File: config.mk
export PLATFORM = sky130hd
export DESIGN_NAME = ctrp_coord
export DESIGN_NICKNAME = d
export VERILOG_FILES = /design/src/rtl/column_texel_remap_pixel_defines.svh /design/src/rtl/ctrp_pkg.sv /design/src/rtl/ctrp_coord.sv
export SDC_FILE = /design/constraint.sdc
export NUM_CORES = 1
export LEC_CHECK = 0
export ABC_AREA = 1
export BUFFER_PORTS_ARGS = -buffer_cell sky130_fd_sc_hd__buf_2
export CAP_MARGIN = 0
export CORE_UTILIZATION = 50
export DETAILED_ROUTE_END_ITERATION = 6
export PLACE_DENSITY = 0.81
export SYNTH_ARGS = -nofsm -noshare
export SYNTH_HDL_FRONTEND = slang
export SYNTH_SLANG_ARGS = --single-unit
File: constraint.sdc
create_clock -name clock -period 7.48 [get_ports clock]
set_input_delay 0.374 -clock clock [delete_from_list [all_inputs] [get_ports clock]]
set_output_delay 0.374 -clock clock [all_outputs]
set_load 0.005 [all_outputs]
File: src/rtl/column_texel_remap_pixel_defines.svh
// assertion macros shared by the column texel remap pixel rtl
`ifndef COLUMN_TEXEL_REMAP_PIXEL_DEFINES_SVH
`define COLUMN_TEXEL_REMAP_PIXEL_DEFINES_SVH

// same-cycle implication, checked on every rising clock edge out of reset
`define CTRP_ASSERT_NOW(label, ante, cons, msg) \
   label: assert property (@(posedge clock) disable iff (reset) (ante) |-> (cons)) \
      else $error(msg);

// next-cycle implication, checked on every rising clock edge out of reset
`define CTRP_ASSERT_NEXT(label, ante, cons, msg) \
   label: assert property (@(posedge clock) disable iff (reset) (ante) |=> (cons)) \
      else $error(msg);

`endif

File: src/rtl/ctrp_pkg.sv
// package with the constants, item types and helpers of the column texel remap pixel block
`default_nettype none

package ctrp_pkg;

   localparam int SCREEN_WIDTH   = 320;
   localparam int SCREEN_HEIGHT  = 200;
   localparam int TEXTURE_HEIGHT = 128;
   localparam int FRACTION_BITS  = 16;
   localparam int TEXEL_BITS     = (TEXTURE_HEIGHT > 1) ? $clog2(TEXTURE_HEIGHT) : 1;
   localparam int TABLE_DEPTH    = 256;

   localparam logic [1:0] OP_DRAW  = 2'd0;
   localparam logic [1:0] OP_TEXEL = 2'd1;
   localparam logic [1:0] OP_TRANS = 2'd2;
   localparam logic [1:0] OP_CMAP  = 2'd3;

   localparam logic [7:0] CENTER_ROW_RESET = 8'd100;

   typedef struct packed {
      logic [1:0]         operation;
      logic [8:0]         screen_column;
      logic [7:0]         screen_row;
      logic signed [31:0] texture_mid;
      logic signed [31:0] inverse_scale;
      logic               low_detail;
      logic [7:0]         table_index;
      logic [7:0]         table_data;
   } req_type;

   typedef struct packed {
      logic [8:0] pixel_column;
      logic [7:0] pixel_row;
      logic [7:0] pixel_color;
      logic       double_width;
      logic       range_error;
   } rsp_type;

   // item handed from the coordinate pipe to the table lookups
   typedef struct packed {
      logic [1:0]            operation;
      logic [8:0]            column;
      logic [7:0]            row;
      logic                  low_detail;
      logic                  range_error;
      logic [TEXEL_BITS-1:0] texel_index;
      logic [7:0]            table_index;
      logic [7:0]            table_data;
   } tex_item_type;

   // texel write address: table index wrapped to the column height
   function automatic logic [TEXEL_BITS-1:0] texel_write_addr(input logic [7:0] index);
      logic [31:0] wide;
      wide = 32'(index);
      return wide[TEXEL_BITS-1:0];
   endfunction

endpackage

`default_nettype wire

File: src/rtl/ctrp_coord.sv
// coordinate pipe: range check, row offset multiply and texel index
`default_nettype none

module ctrp_coord
   import ctrp_pkg::*;
(
   input  wire logic         clock,
   input  wire logic         reset,
   input  wire logic [7:0]   center_row,
   input  wire logic         in_valid,
   output logic              in_ready,
   input  wire req_type      in_data,
   output logic              out_valid,
   input  wire logic         out_ready,
   output tex_item_type      out_data
);

   typedef struct packed {
      logic [1:0]         operation;
      logic [8:0]         column;
      logic [7:0]         row;
      logic               low_detail;
      logic               range_error;
      logic signed [8:0]  row_offset;
      logic signed [31:0] mid;
      logic signed [31:0] scale;
      logic [7:0]         table_index;
      logic [7:0]         table_data;
   } st1_type;

   typedef struct packed {
      logic [1:0]  operation;
      logic [8:0]  column;
      logic [7:0]  row;
      logic        low_detail;
      logic        range_error;
      logic [31:0] mid;
      logic [31:0] product;
      logic [7:0]  table_index;
      logic [7:0]  table_data;
   } st2_type;

   logic    st1_valid_ff, st1_valid_in;
   logic    st2_valid_ff, st2_valid_in;
   st1_type st1_ff, st1_in;
   st2_type st2_ff, st2_in;
   logic    st1_en, st2_en;

   logic [9:0]         x_wide;
   logic               off_screen;
   logic signed [40:0] product_full;
   logic [31:0]        frac;
   logic [31:0]        frac_int;

   assign st2_en   = !st2_valid_ff || out_ready;
   assign st1_en   = !st1_valid_ff || st2_en;
   assign in_ready = st1_en;

   // stage 1: column doubling, screen bounds and signed row offset
   always_comb begin
      x_wide     = in_data.low_detail ? {in_data.screen_column, 1'b0}
                                      : {1'b0, in_data.screen_column};
      off_screen = ({22'd0, x_wide} >= 32'(SCREEN_WIDTH)) ||
                   ({24'd0, in_data.screen_row} >= 32'(SCREEN_HEIGHT));

      st1_in.operation   = in_data.operation;
      st1_in.range_error = off_screen;
      st1_in.column      = off_screen ? 9'd0 : x_wide[8:0];
      st1_in.row         = off_screen ? 8'd0 : in_data.screen_row;
      st1_in.low_detail  = off_screen ? 1'b0 : in_data.low_detail;
      st1_in.row_offset  = $signed({1'b0, in_data.screen_row}) - $signed({1'b0, center_row});
      st1_in.mid         = in_data.texture_mid;
      st1_in.scale       = in_data.inverse_scale;
      st1_in.table_index = in_data.table_index;
      st1_in.table_data  = in_data.table_data;
      st1_valid_in       = in_valid;
   end

   // stage 2: offset times step, kept modulo 2^32
   always_comb begin
      product_full       = st1_ff.row_offset * st1_ff.scale;
      st2_in.operation   = st1_ff.operation;
      st2_in.column      = st1_ff.column;
      st2_in.row         = st1_ff.row;
      st2_in.low_detail  = st1_ff.low_detail;
      st2_in.range_error = st1_ff.range_error;
      st2_in.mid         = st1_ff.mid;
      st2_in.product     = product_full[31:0];
      st2_in.table_index = st1_ff.table_index;
      st2_in.table_data  = st1_ff.table_data;
      st2_valid_in       = st1_valid_ff;
   end

   always_ff @(posedge clock) begin
      if (reset) begin
         st1_valid_ff <= 1'b0;
         st2_valid_ff <= 1'b0;
      end else begin
         if (st1_en) begin
            st1_valid_ff <= st1_valid_in;
         end
         if (st2_en) begin
            st2_valid_ff <= st2_valid_in;
         end
      end
   end

   always_ff @(posedge clock) begin
      if (st1_en) begin
         st1_ff <= st1_in;
      end
      if (st2_en) begin
         st2_ff <= st2_in;
      end
   end

   // texel row: integer part of the coordinate, wrapped to the column height
   always_comb begin
      frac     = st2_ff.mid + st2_ff.product;
      frac_int = $signed(frac) >>> FRACTION_BITS;

      out_data.operation   = st2_ff.operation;
      out_data.column      = st2_ff.column;
      out_data.row         = st2_ff.row;
      out_data.low_detail  = st2_ff.low_detail;
      out_data.range_error = st2_ff.range_error;
      out_data.texel_index = frac_int[TEXEL_BITS-1:0];
      out_data.table_index = st2_ff.table_index;
      out_data.table_data  = st2_ff.table_data;
   end

   assign out_valid = st2_valid_ff;

endmodule

`default_nettype wire

==> Implementation_results.wiki <==
{| class="wikitable"
! Metric !! Value
|-
| Synthesized area per cell || 10.1 um^2
|-
| Clock transition at the registers of the reported paths || roughly 0.08 ns
|-
| Maximum Capacitance Violations || 0
|-
| Most utilized layer in the global route result || met2
|-
| Global placer's final weighted congestion || 0.880
|-
| Worst slew slack as a fraction of its limit || 0.257
|-
| Antenna diode count || 0
|-
| CTS Root Cell || clkbuf_16
|-
| Slew @ Worst Pin || 1.11 ns
|-
| Filler instances || 2059
|-
| Total negative setup slack || 0 ns
|-
| Count of vias placed by the detailed router || 8276
|-
| Placement Rows || 57
|-
| Final Critical Period || 5.35 ns
|-
| Cell Area, Synth || 0.0124 mm^2
|-
| Max-slew violation total from the final report || 0
|-
| Number of clock buffers inserted by TritonCTS || 17
|-
| Cell repeated most along the worst path || inv_1
|-
| # hold bufs at CTS || 0
|-
| Die width || 160 um
|-
| Insertion delay of the later-clocked pin in the worst-skew pair || about 0.44 ns
|-
| EDFF count, synth || about 180
|-
| Result of the run || completed
|-
| Start-to-end type of the worst setup path || flop to flop
|-
| Htree depth || 4
|-
| Synth Net Count || 1542
|-
| Number of I/O pins || 158
|-
| Yosys warnings || 0
|-
| Synthesis-stage register bit count || 177
|-
| Number of sinks on the clock net || 177
|-
| Critical path data required time || 7.68 ns
|-
| Initial Utilization || 0.511
|-
| Ratio of cells with drive above 1 in the final layout || 0.135
|-
| Highest achievable clock rate || 0.187 GHz
|-
| Crit-path max FO || 21
|-
| Area occupied by multi-input gates || slightly below 0.006 mm^2
|-
| Final setup vio count || 0
|-
| Worst path top cell family by delay || adder cells
|-
| Met1 Resource Use GR || 0.246
|-
| Post-detailed-routing wire length || 23700 um
|-
| Total DRC errors in the routed layout || 0
|-
| Prevailing post-synth register cell || edfxtp_1
|-
| Buffers & Inverters on Critical Path || 6
|-
| Die outline area || 0.0255 mm^2
|-
| Post-CTS Setup Inserts || 0
|-
| Via count of the first global-routing pass || 8478
|-
| Setup repair after global routing missed its margin || no
|-
| Synth unique cells || 33
|-
| Router iterations before antenna repair || 5
|-
| Crit path capture type || flop
|-
| HPWL reported at the end of detailed placement || 18100 um
|-
| Kind of launch point of the worst setup path || flop
|-
| Initial antenna violation count || 0
|-
| Remaining global-route overflow || 0
|-
| Average detailed-routed wire length per instance || about 14 um
|-
| Arrival time of the worst setup path || 5.54 ns
|-
| Global routing usage summed across all routing layers || 0.195
|-
| Crit path max-delay cell type || edfxtp_1
|-
| Std-Cell Core Area || about 0.024 mm^2
|-
| Worst min-delay path class || input pin to flop
|-
| Proportion of synthesized chip area in sequential cells || 0.426
|-
| Post-detailed-route via-to-cell ratio || 4.99
|-
| Met3 usage || 0.0319
|-
| First-pass GRT wire length || 39200 um
|-
| Worst-case clock skew || between 0.02 and 0.03 ns
|-
| # port buffers || 139
|-
| Area share of the leading cell type in the synthesized netlist || 0.423
|-
| Flip-flop and latch area || about 0.0053 mm^2
|-
| Maximum clock path buffer count || 2
|-
| Maximum cell stage delay along the critical path || 0.75 ns
|-
| Synth async-reset ratio || 0
|-
| Layout overhead on the synthesized area || 10.6%
|-
| Overall die height || 160 um
|-
| Count of instances resized after the clock tree is built || 0
|-
| Cell type with the largest total area after synthesis || edfxtp_1
|-
| CTS tree || done
|-
| Pin count of the biggest net entering global routing || 85
|-
| Endpoints failing hold || 0
|-
| Largest cells by area after synthesis || edfxtp_1, fa_1, nand2_1
|-
| Worst hold slack across all endpoints || around 0.10 ns
|-
| Post-synthesis instance total || ~1200
|-
| Layout net count || 1629
|-
| Final critical-path share of the clock period || 0.715
|-
| Starting DRC count in detailed routing || around 470
|-
| CP Cell Sequence || nand2_1, inv_1, fa_1, inv_1, fa_1, inv_1, fa_1, inv_1, fa_1, inv_1, ha_1, ha_1, nand2_1, nor3_1, nand4_1, nand3_1, inv_1, nand3_1, nand2_1
|-
| Post-route antenna net violation count || 0
|-
| Met2 track demand over resource || 0.346
|}
per-layer routing:
| metal | share of wire | routed length, um |
|---|---|---|
| met5 | 0 | 0 |
| met1 | 0.43 | 10300 |
| met3 | 0.049 | 1170 |
| met2 | 0.50 | 11900 |
| met4 | 0.013 | 319 |
worst paths after layout:
kind / startpoint / end / slack, ns / cells past startpoint
setup reg to reg: st1_ff[83] / st2_ff[38] / 2.13 / 19
setup / recovery: st1_ff[83] / st2_ff[38] / 2.13 / 19
hold reg to reg: st1_ff[66] / st2_ff[66] / 0.41 / 0
hold / removal: in_data[33] / st1_ff[32] / 0.10 / 1
synthesized netlist by cell type, types with 2 or more instances:
| master | n |
|---|---|
| ha_1 | 76 |
| nor2_1 | 52 |
| clkbuf_1 | 29 |
| nand3_1 | 38 |
| o211ai_1 | 2 |
| mux2i_1 | 2 |
| buf_2 | 2 |
| dfxtp_1 | 2 |
| fa_1 | 118 |
| nand2_1 | 297 |
| o21ai_0 | 24 |
| buf_4 | 37 |
| xor2_1 | 24 |
| a21o_1 | 7 |
| a21oi_1 | 54 |
| buf_6 | 2 |
| edfxtp_1 | 175 |
| or2_2 | 4 |
| o31ai_1 | 2 |
| o21a_1 | 2 |
| nor3_1 | 8 |
| xnor2_1 | 4 |
| inv_1 | 257 |
| nand4_1 | 4 |
| buf_1 | 2 |
| o21bai_1 | 5 |
sequential cells by signal, summed over array words and instances, names as in the netlist:
| signal | count |
|---|---|
| out_data | 37 |
| out_valid | 1 |
| st1_ff | 92 |
| st1_valid_ff | 1 |
| st2_ff | 46 |
per-stage QoR:
stage | setup WS [ns] | area, um^2 | std cells | util
after floorplan | 2.80 | 12400 | 1236 | -
after global placement | 2.29 | 13100 | 1628 | 0.540
after detailed placement | 2.19 | 13100 | 1628 | 0.540
after CTS | 2.17 | 13800 | 1660 | 0.565
after global routing | 1.83 | 13800 | 1660 | 0.565
final | 2.13 | 13800 | 1660 | 0.565
layout make-up:
cell class                      instances  area share
Clock inverter                         14      0.0137
Inverter                              258      0.0704
Clock buffer                           18      0.0312
Tap cell                              324      0.0295
Timing Repair Buffer                  140      0.0511
Sequential cell                       177       0.385
Multi-Input combinational cell        729       0.419
cells by family (layout without fill, tap and decap cells):
logic type	count (synthesis)	count (layout)	synth area share
adders and majority gates	194	194	0.267
and+or+nand+nor	404	404	0.128
xor gates and xnor gates	28	28	0.0197
AOI/OAI and AO/OA	101	101	0.0456
DFF	177	177	0.426
muxes	2	2	0.00161
buffers and inverters	330	430	0.112
layout by cell type, fill, tap and decap left out, types with 2 or more instances in the layout:
cell       netlist  final
nand2_1        297    296
inv_1          257    257
edfxtp_1       175    175
buf_2            2    139
fa_1           118    118
ha_1            76     76
a21oi_1         54     54
nor2_1          52     52
nand3_1         38     37
xor2_1          24     24
o21ai_0         24     24
clkbuf_16        0     17
nor3_1           8      8
a21o_1           7      7
o21bai_1         5      5
clkinv_8         0      5
or2_2            4      4
xnor2_1          4      4
nand4_1          4      4
inv_8            0      3
inv_6            0      3
o21a_1           2      2
o211ai_1         2      2
o31ai_1          2      2
mux2i_1          2      2
clkinv_4         0      2
dfxtp_1          2      2
Power is not shown: default switching activity piles up to over one toggle a cycle in this logic, so the estimate is an artifact.
